[src/hw/rtl/fpn_pkg.sv]
// Package for the five-point pulse normalizer.
// Holds the shared widths, reset setpoints, register indexes and the item descriptor.
// Depends on nothing; every module of the block imports it.
package fpn_pkg;

  localparam int PT_W       = 16;
  localparam int OUT_W      = 17;
  localparam int FRAC_W     = 14;
  localparam int QUOT_W     = FRAC_W + 1;
  localparam int NUM_POINTS = 5;
  localparam int NUM_SEGS   = NUM_POINTS - 1;
  localparam int SEG_W      = $clog2(NUM_SEGS);
  localparam int CFG_IDX_W  = 3;

  localparam logic [OUT_W-1:0] NORM_FULL = OUT_W'(1) << (OUT_W - 1);

  localparam logic [PT_W-1:0] POINT_RESET [NUM_POINTS] = '{
    16'd1000, 16'd1250, 16'd1500, 16'd1750, 16'd2000
  };

  typedef enum logic [CFG_IDX_W-1:0] {
    REG_POINT_0 = 3'd0,
    REG_POINT_1 = 3'd1,
    REG_POINT_2 = 3'd2,
    REG_POINT_3 = 3'd3,
    REG_POINT_4 = 3'd4
  } reg_idx_t;

  typedef enum logic [1:0] {
    OP_ZERO = 2'd0,
    OP_FULL = 2'd1,
    OP_BASE = 2'd2,
    OP_DIV  = 2'd3
  } op_t;

  typedef struct packed {
    op_t              op;
    logic [SEG_W-1:0] seg;
    logic [PT_W-1:0]  num;
    logic [PT_W-1:0]  den;
  } desc_t;

endpackage

[src/hw/rtl/fpn_front.sv]
// Front end of the pulse normalizer: setpoint registers and segment classification.
// Turns each accepted pulse into a registered descriptor. Depends on fpn_pkg.
module fpn_front (
  input  logic                          clk,
  input  logic                          rst,
  input  logic                          accept,
  input  logic [fpn_pkg::PT_W-1:0]      pulse_width,
  input  logic                          cfg_write,
  input  logic [fpn_pkg::CFG_IDX_W-1:0] cfg_index,
  input  logic [fpn_pkg::PT_W-1:0]      cfg_data,
  output logic                          desc_valid,
  output fpn_pkg::desc_t                desc
);
  import fpn_pkg::*;

  logic [PT_W-1:0] pt [NUM_POINTS];
  desc_t           desc_next;

  always_ff @(posedge clk) begin
    if (rst) begin
      for (int i = 0; i < NUM_POINTS; i++) begin
        pt[i] <= POINT_RESET[i];
      end
    end else if (cfg_write) begin
      unique case (cfg_index)
        REG_POINT_0: pt[0] <= cfg_data;
        REG_POINT_1: pt[1] <= cfg_data;
        REG_POINT_2: pt[2] <= cfg_data;
        REG_POINT_3: pt[3] <= cfg_data;
        REG_POINT_4: pt[4] <= cfg_data;
        default: ;
      endcase
    end
  end

  // The lowest segment whose test holds wins, so the inner loop runs from the top down.
  always_comb begin
    desc_next = '{op: OP_ZERO, seg: '0, num: '0, den: '0};
    if (pt[NUM_POINTS-1] > pt[0]) begin
      if (pulse_width < pt[0]) begin
        desc_next.op = OP_ZERO;
      end else if (pulse_width > pt[NUM_POINTS-1]) begin
        desc_next.op = OP_FULL;
      end else if (pulse_width <= pt[1]) begin
        desc_next = '{op: OP_DIV, seg: '0, num: pulse_width - pt[0], den: pt[1] - pt[0]};
      end else begin
        for (int k = NUM_SEGS - 1; k >= 1; k--) begin
          if (pulse_width > pt[k] && pulse_width <= pt[k+1]) begin
            desc_next = '{op: OP_DIV, seg: SEG_W'(k), num: pulse_width - pt[k],
                          den: pt[k+1] - pt[k]};
          end
        end
      end
    end else if (pt[0] > pt[NUM_POINTS-1]) begin
      if (pulse_width > pt[0]) begin
        desc_next.op = OP_ZERO;
      end else if (pulse_width < pt[NUM_POINTS-1]) begin
        desc_next.op = OP_FULL;
      end else if (pulse_width >= pt[1]) begin
        desc_next = '{op: OP_DIV, seg: '0, num: pt[0] - pulse_width, den: pt[0] - pt[1]};
      end else begin
        for (int k = NUM_SEGS - 1; k >= 1; k--) begin
          if (pulse_width < pt[k] && pulse_width >= pt[k+1]) begin
            desc_next = '{op: OP_DIV, seg: SEG_W'(k), num: pt[k] - pulse_width,
                          den: pt[k] - pt[k+1]};
          end
        end
      end
    end
    // A zero-length segment yields its base value without a division.
    if (desc_next.op == OP_DIV && desc_next.den == '0) begin
      desc_next.op = OP_BASE;
    end
  end

  always_ff @(posedge clk) begin
    if (rst) begin
      desc_valid <= 1'b0;
    end else begin
      desc_valid <= accept;
    end
  end

  always_ff @(posedge clk) begin
    if (accept) begin
      desc <= desc_next;
    end
  end

endmodule

[src/hw/rtl/fpn_queue.sv]
// Small descriptor queue between the front end and the divider.
// First-word-fall-through storage with a fill count. Depends on fpn_pkg.
module fpn_queue #(
  parameter int DEPTH = 4
) (
  input  logic                       clk,
  input  logic                       rst,
  input  logic                       push,
  input  fpn_pkg::desc_t             push_data,
  input  logic                       pop,
  output logic                       pop_valid,
  output fpn_pkg::desc_t             pop_data,
  output logic [$clog2(DEPTH+1)-1:0] count
);
  import fpn_pkg::*;

  localparam int PTR_W = $clog2(DEPTH);

  desc_t            store [DEPTH];
  logic [PTR_W-1:0] wr_ptr;
  logic [PTR_W-1:0] rd_ptr;
  logic             do_pop;

  assign pop_valid = (count != '0);
  assign pop_data  = store[rd_ptr];
  assign do_pop    = pop && pop_valid;

  always_ff @(posedge clk) begin
    if (push) begin
      store[wr_ptr] <= push_data;
    end
  end

  always_ff @(posedge clk) begin
    if (rst) begin
      wr_ptr <= '0;
      rd_ptr <= '0;
      count  <= '0;
    end else begin
      if (push) begin
        wr_ptr <= (wr_ptr == PTR_W'(DEPTH - 1)) ? '0 : wr_ptr + 1'b1;
      end
      if (do_pop) begin
        rd_ptr <= (rd_ptr == PTR_W'(DEPTH - 1)) ? '0 : rd_ptr + 1'b1;
      end
      if (push && !do_pop) begin
        count <= count + 1'b1;
      end else if (do_pop && !push) begin
        count <= count - 1'b1;
      end
    end
  end

endmodule

[src/hw/rtl/fpn_back.sv]
// Back end of the pulse normalizer: pipelined restoring divider and result assembly.
// One quotient bit per stage, one new descriptor per cycle. Depends on fpn_pkg.
module fpn_back (
  input  logic                     clk,
  input  logic                     rst,
  input  logic                     in_valid,
  input  fpn_pkg::desc_t           in_desc,
  output logic                     done,
  output logic [fpn_pkg::OUT_W-1:0] norm_value
);
  import fpn_pkg::*;

  localparam int NSTEP = QUOT_W;

  logic             vld   [NSTEP];
  op_t              op_q  [NSTEP];
  logic [SEG_W-1:0] seg_q [NSTEP];
  logic [PT_W-1:0]  den_q [NSTEP];
  logic [PT_W-1:0]  rem_q [NSTEP];
  logic [QUOT_W-1:0] quot_q [NSTEP];

  logic [PT_W:0]   part [NSTEP];
  logic [PT_W:0]   diff [NSTEP];
  logic [PT_W-1:0] den_in [NSTEP];
  logic            ge [NSTEP];
  logic [PT_W-1:0] rem_d [NSTEP];

  logic [OUT_W-1:0] base_value;
  logic [OUT_W-1:0] result;

  // Step zero compares the numerator itself and gives the integer bit; since the
  // numerator never exceeds the divisor, the remainder always fits back in 16 bits.
  always_comb begin
    for (int i = 0; i < NSTEP; i++) begin
      if (i == 0) begin
        part[i]   = {1'b0, in_desc.num};
        den_in[i] = in_desc.den;
      end else begin
        part[i]   = {rem_q[i-1], 1'b0};
        den_in[i] = den_q[i-1];
      end
      diff[i]  = part[i] - {1'b0, den_in[i]};
      ge[i]    = (part[i] >= {1'b0, den_in[i]});
      rem_d[i] = ge[i] ? diff[i][PT_W-1:0] : part[i][PT_W-1:0];
    end
  end

  always_ff @(posedge clk) begin
    if (rst) begin
      for (int i = 0; i < NSTEP; i++) begin
        vld[i] <= 1'b0;
      end
    end else begin
      vld[0] <= in_valid;
      for (int i = 1; i < NSTEP; i++) begin
        vld[i] <= vld[i-1];
      end
    end
  end

  always_ff @(posedge clk) begin
    op_q[0]   <= in_desc.op;
    seg_q[0]  <= in_desc.seg;
    den_q[0]  <= in_desc.den;
    rem_q[0]  <= rem_d[0];
    quot_q[0] <= {{(QUOT_W-1){1'b0}}, ge[0]};
    for (int i = 1; i < NSTEP; i++) begin
      op_q[i]   <= op_q[i-1];
      seg_q[i]  <= seg_q[i-1];
      den_q[i]  <= den_q[i-1];
      rem_q[i]  <= rem_d[i];
      quot_q[i] <= {quot_q[i-1][QUOT_W-2:0], ge[i]};
    end
  end

  assign base_value = {{(OUT_W-SEG_W-FRAC_W){1'b0}}, seg_q[NSTEP-1], {FRAC_W{1'b0}}};

  always_comb begin
    unique case (op_q[NSTEP-1])
      OP_ZERO: result = '0;
      OP_FULL: result = NORM_FULL;
      OP_BASE: result = base_value;
      OP_DIV:  result = base_value + {{(OUT_W-QUOT_W){1'b0}}, quot_q[NSTEP-1]};
      default: result = '0;
    endcase
  end

  always_ff @(posedge clk) begin
    if (rst) begin
      done <= 1'b0;
    end else begin
      done <= vld[NSTEP-1];
    end
  end

  always_ff @(posedge clk) begin
    norm_value <= result;
  end

endmodule

[src/hw/rtl/five_point_pulse_normalizer.sv]
// Top level of the five-point pulse normalizer.
// Ties the front end, descriptor queue and divider back end together. Depends on fpn_pkg.
//
//   Channel   Signals                          Handshake
//   --------  -------------------------------  ------------------------------------------
//   input     start, busy, pulse_width         item taken at an edge with start && !busy
//   result    done, norm_value                 one-cycle strobe, taken at the ending edge
//   config    cfg_valid, cfg_ready,            write at an edge with cfg_valid && cfg_ready
//             cfg_index, cfg_data
//
// Throughput is one item per clock while busy is low. Between the accepting edge and done
// lie the classify register, the queue slot, the divider, which resolves one of its 15
// quotient bits per pipeline stage, and the output register.
// Reset (rst, synchronous, active high) loads the default setpoints 1000, 1250, 1500,
// 1750 and 2000 and empties the pipeline. The result side cannot stall, so the divider
// drains the queue every cycle; busy only rises if the queue nears full.
module five_point_pulse_normalizer #(
  parameter int QUEUE_DEPTH = 4
) (
  input  logic                          clk,
  input  logic                          rst,
  input  logic                          start,
  output logic                          busy,
  input  logic [fpn_pkg::PT_W-1:0]      pulse_width,
  output logic                          done,
  output logic [fpn_pkg::OUT_W-1:0]     norm_value,
  input  logic                          cfg_valid,
  output logic                          cfg_ready,
  input  logic [fpn_pkg::CFG_IDX_W-1:0] cfg_index,
  input  logic [fpn_pkg::PT_W-1:0]      cfg_data
);
  import fpn_pkg::*;

  localparam int CNT_W = $clog2(QUEUE_DEPTH + 1);

  logic             accept;
  logic             front_valid;
  desc_t            front_desc;
  logic             queue_valid;
  desc_t            queue_desc;
  logic [CNT_W-1:0] queue_count;

  // Setpoint registers take a write in any cycle.
  assign cfg_ready = 1'b1;

  // One slot is kept free for the descriptor sitting in the classify register.
  assign busy   = (queue_count >= CNT_W'(QUEUE_DEPTH - 1));
  assign accept = start && !busy;

  fpn_front u_front (
    .clk         (clk),
    .rst         (rst),
    .accept      (accept),
    .pulse_width (pulse_width),
    .cfg_write   (cfg_valid && cfg_ready),
    .cfg_index   (cfg_index),
    .cfg_data    (cfg_data),
    .desc_valid  (front_valid),
    .desc        (front_desc)
  );

  fpn_queue #(
    .DEPTH (QUEUE_DEPTH)
  ) u_queue (
    .clk       (clk),
    .rst       (rst),
    .push      (front_valid),
    .push_data (front_desc),
    .pop       (queue_valid),
    .pop_valid (queue_valid),
    .pop_data  (queue_desc),
    .count     (queue_count)
  );

  fpn_back u_back (
    .clk        (clk),
    .rst        (rst),
    .in_valid   (queue_valid),
    .in_desc    (queue_desc),
    .done       (done),
    .norm_value (norm_value)
  );

  // The queue never overflows.
  a_queue_bound: assert property (@(posedge clk) disable iff (rst)
    queue_count <= CNT_W'(QUEUE_DEPTH))
    else $error("descriptor queue overflow");

  // An accepted item reaches the classify register on the next edge.
  a_front_capture: assert property (@(posedge clk) disable iff (rst)
    accept |=> front_valid)
    else $error("accepted item not captured by the front end");

  // Classification keeps the numerator within the divisor, so the quotient stays in range.
  a_div_operands: assert property (@(posedge clk) disable iff (rst)
    (queue_valid && queue_desc.op == OP_DIV) |-> (queue_desc.num <= queue_desc.den))
    else $error("segment numerator exceeds its length");

  // A result never exceeds full scale.
  a_result_range: assert property (@(posedge clk) disable iff (rst)
    done |-> (norm_value <= NORM_FULL))
    else $error("normalized value above full scale");

endmodule
[config.mk]
export PLATFORM = sky130hd
export DESIGN_NAME = five_point_pulse_normalizer
export DESIGN_NICKNAME = d
export VERILOG_FILES = /design/src/hw/rtl/fpn_pkg.sv /design/src/hw/rtl/fpn_front.sv /design/src/hw/rtl/fpn_queue.sv /design/src/hw/rtl/fpn_back.sv /design/src/hw/rtl/five_point_pulse_normalizer.sv
export SDC_FILE = /design/constraint.sdc
export NUM_CORES = 2
export LEC_CHECK = 0
export ABC_CLOCK_PERIOD_IN_PS = 4400
export BUFFER_PORTS_ARGS = -buffer_cell sky130_fd_sc_hd__buf_2
export CORE_ASPECT_RATIO = 1.2
export CORE_MARGIN = 3
export CORE_UTILIZATION = 58
export CTS_BUF_LIST = sky130_fd_sc_hd__clkbuf_8 sky130_fd_sc_hd__clkbuf_16
export DETAILED_ROUTE_END_ITERATION = 6
export PLACE_DENSITY_LB_ADDON = 0.25
export SLEW_MARGIN = 5
export SYNTH_ARGS = -nofsm -noshare
export SYNTH_HDL_FRONTEND = slang
export SYNTH_HIERARCHICAL = 1
export SYNTH_SLANG_ARGS = --single-unit
[constraint.sdc]
create_clock -name clk -period 4.4 [get_ports clk]
set_clock_uncertainty 0.2 [all_clocks]
set_input_delay 0.44 -clock clk [delete_from_list [all_inputs] [get_ports clk]]
set_output_delay 0.44 -clock clk [all_outputs]
set_load 0.01 [all_outputs]
==> flow_summary_export.csv <==
group,metric,value,unit
pwr,p_clk_frac,0.178,
yosys,syn_nets,5752,
routing,firstDrtPassIters,6,
worst_setup_path,arrival,4.74,ns
worst_setup_path,cpPeakStageDelay,0.49,ns
clocking,clockBufferDepth,3,
layout,diodes,0,
yosys,yosysWarnings,6,
sta,hold_viol_final,0,
grt,overflow,0,
pwr,comb_power_share,0.517,
clocking,worst_skew_pair.late_latency,0.66,ns
yosys,synth_top_area_share,0.263,
yosys,syn_area,51000,um2
worst_setup_path,critPathSlowestCell,"or4_4",
yosys,synth_common_cells,"dfxtp_1 (671), ha_1 (523), inv_1 (462)",
sta,setup_violations,1,
worst_setup_path,cpMostUsedCell,"buf_4",
floorplanning,placementRows,118,
routing,post_drt_wl_per_cell,21.7,um
placed_design,hpwl,122000,um
worst_setup_path,cp_data_required_time,4.61,ns
routing,vias_per_cell,5.85,
sta,fin_crit_sh,1.03,
grt,antenna_found_initial,0,
yosys,yosysMostFrequentCell,"dfxtp_1",
worst_setup_path,crit_path_end_kind,"flop",
sta,layout_setup_ws,-0.130,ns
yosys,synth_top_cell_by_area,"dfxtp_1",
worst_setup_path,worstPathMaxFanout,4,
sta,slew_violations,0,
yosys,synth_seq_area_share,0.416,
routing,num_vias,40794,
yosys,synth_cells,5159,
floorplanning,initial_utilization,0.588,
layout,fin_util,0.693,
worst_setup_path,path_delay_family,"compound AO/OA/AOI/OAI gates",
sta,slew_headroom,0.354,
pwr,leakage,27.1,nW
layout,drive_gt1_frac,0.183,
yosys,synth_cell_type_count,108,
pwr,netSwitchingPower,18.2,mW
sta,timing.fmax,0.221,GHz
sta,holdWs,0.0700,ns
grt,grt_pass1_wl,228000,um
layout,finalNetCount,6348,
worst_setup_path,startpoint_type,"flop",
layout,nFillCells,6710,
routing,final_antenna_net_count,0,
floorplanning,die_w,277,um
pwr,ir_worst_vdd,813,uV
yosys,synthTopCellsByArea,"dfxtp_1 (26%), edfxtp_1 (15%), ha_1 (13%)",
yosys,syn_area_per_cell,9.89,um2
pwr,p_per_area,761,nW/um2
pwr,p_sw_frac,0.397,
flow_run,timing.max_cap.violations,0,
placed_design,place_ws,-0.573,ns
outcome,status,"finished with violations",
yosys,ys.flop_type,"dfxtp_1",
routing,drc,0,
floorplanning,core_area,86800,um2
routing,finalWirelength,151000,um
floorplanning,die_height,331,um
grt,grt_start_max_net_pins,37,
sta,tightest_slew,0.970,ns
worst_setup_path,path_cells,"buf_4, ha_1, inv_1, fa_2, a211oi_2, buf_4, o21ai_4, a21oi_4, buf_4, o21a_1, buf_4, nor2_1, a22oi_1, a32o_2, nor4_2, nand4_1, or4_4, o41a_1",
routing,initialDrtViolationCount,2915,
worst_setup_path,path_buf_inv,5,
floorplanning,ios,59,
pwr,internal-power,27.6,mW
clocking,clock-sinks,931,
yosys,synth_edf_count,260,
min_path,hp-class,"in -> reg",
clocking,clk_transition_reported_paths,0.07,ns
clocking,cts_root_buf,"clkbuf_16",
worst_setup_path,ff2ff_setup_slack,-0.13,ns
clocking,cts_buffers,89,
outcome,violations,"setup timing",
worst_setup_path,critical_path_class,"reg -> reg",
sta,rsz0062_at_grt,"true",
clocking,htree_levels,3,
placed_design,gp_congestion,1.04,
layout,area_growth,18.0,%
sta,fin_crit,4.53,ns
yosys,synth-seq-cells,931,
clocking,cts_tree,"yes",
grt,grt_usage,0.323,
floorplanning,dieArea,91600,um2
grt,grt_pass1_vias,40260,
placed_design,numPortBuffers,57,
pwr,pwr-share-seq,0.305,
yosys,synthArstFlopShare,0,
-- layout by cell type (no fill, tap or decap), drive strengths merged, types with 29 or more instances in the layout --
cell type	count
xor2	137
o21a	62
nand4	53
or2	32
mux4	36
o21ai	297
fa	31
nand3	88
dfxtp	671
a31oi	47
a21o	132
o21bai	40
nor3	122
nor2b	92
nor2	231
nand2	363
clkinv	29
edfxtp	260
xnor2	208
mux2	88
nand2b	58
clkbuf	97
o211ai	43
buf	655
ha	523
o31ai	37
a211oi	76
and2	42
and3	32
or3	40
a21oi	338
inv	490
-- through the flow --
step	std cells	power, mW	TNS (ns)	cell area [um2]
after floorplan	5159	30.8	0	51000
after global placement	6788	36.5	-1.06	56500
after detailed placement	6788	37.1	-1.51	56500
after CTS	6970	45.7	-0.0972	60000
after global routing	6971	49.0	-0.224	60200
final	6971	45.8	-0.130	60200
-- state kept, by name (all words and copies together), names as in the netlist, named ones only --
signal	flops
u_back/den_q	224
u_back/rem_q	224
u_queue/store	144
u_back/quot_q	120
u_front/pt	80
u_front/desc	36
u_back/op_q	30
u_back/seg_q	30
u_back/norm_value	17
u_back/vld	15
u_queue/count	3
u_queue/rd_ptr	2
u_queue/wr_ptr	2
u_back/done	1
u_front/desc_valid	1
-- power by group through the flow --
| stage | Combinational, mW | Clock, mW | Sequential, mW |
|---|---|---|---|
| 4_1_cts | 23.4 | 8.32 | 14.0 |
| 2_1_floorplan | 17.5 | 0 | 13.4 |
| 3_3_place_gp | 22.5 | 0 | 14.0 |
| 5_1_grt | 26.1 | 8.64 | 14.3 |
| 3_5_place_dp | 23.0 | 0 | 14.1 |
| 6_report | 23.7 | 8.15 | 13.9 |
-- area by class of cell --
class | count | area (um2) | share of cell area
multi-input cells | 3599 | 27600 | 0.458
inverters | 465 | 1750 | 0.0290
flip-flops and latches | 931 | 21200 | 0.353
repair buffers | 669 | 4990 | 0.0829
clock buffers | 97 | 2370 | 0.0394
well taps | 1140 | 1430 | 0.0237
clock inverters | 70 | 826 | 0.0137
-- timing repair --
action | in CTS | in global routing
pin swaps | 4 | 12
buffers inserted | 1 | 1
hold endpoints to repair | 70 | 0
endpoints found under the setup margin | 2 | 4
resized for setup | 34 | 33
hold buffers | 14 | 0
-- final timing paths --
path                                                 start                              to  cells after the start
worst max register to register  u_front/pt[2][0]$_DFFE_PP_  u_front/desc[34]$_SDFFCE_PP0P_                     18
worst min register to register  u_back/op_q[0][10]$_DFF_P_      u_back/op_q[0][12]$_DFF_P_                      0
worst min-delay path                           cfg_data[0]      u_front/pt[2][0]$_DFFE_PP_                      2
worst max-delay path            u_front/pt[2][0]$_DFFE_PP_  u_front/desc[34]$_SDFFCE_PP0P_                     18
-- routing by layer --
layer / share of wire / global-route usage / vias up
met4: 0.067 / 0.190 / 0
met5: 0 / 0 / -
li1: - / - / 19629
met3: 0.047 / 0.0367 / 397
met1: 0.39 / 0.374 / 19435
met2: 0.49 / 0.580 / 1333
-- logic make-up after synthesis --
group | Yosys count | synth area share
muxes | 149 | 0.0422
other | 1 | 0.0000735
xor gates and xnor gates | 345 | 0.0592
buffers and inverters | 629 | 0.0500
adders and majority gates | 554 | 0.140
and+or+nand+nor | 1211 | 0.117
AOI/OAI and AO/OA | 1339 | 0.175
DFF | 931 | 0.416
Power figures use the tool's default switching activity.
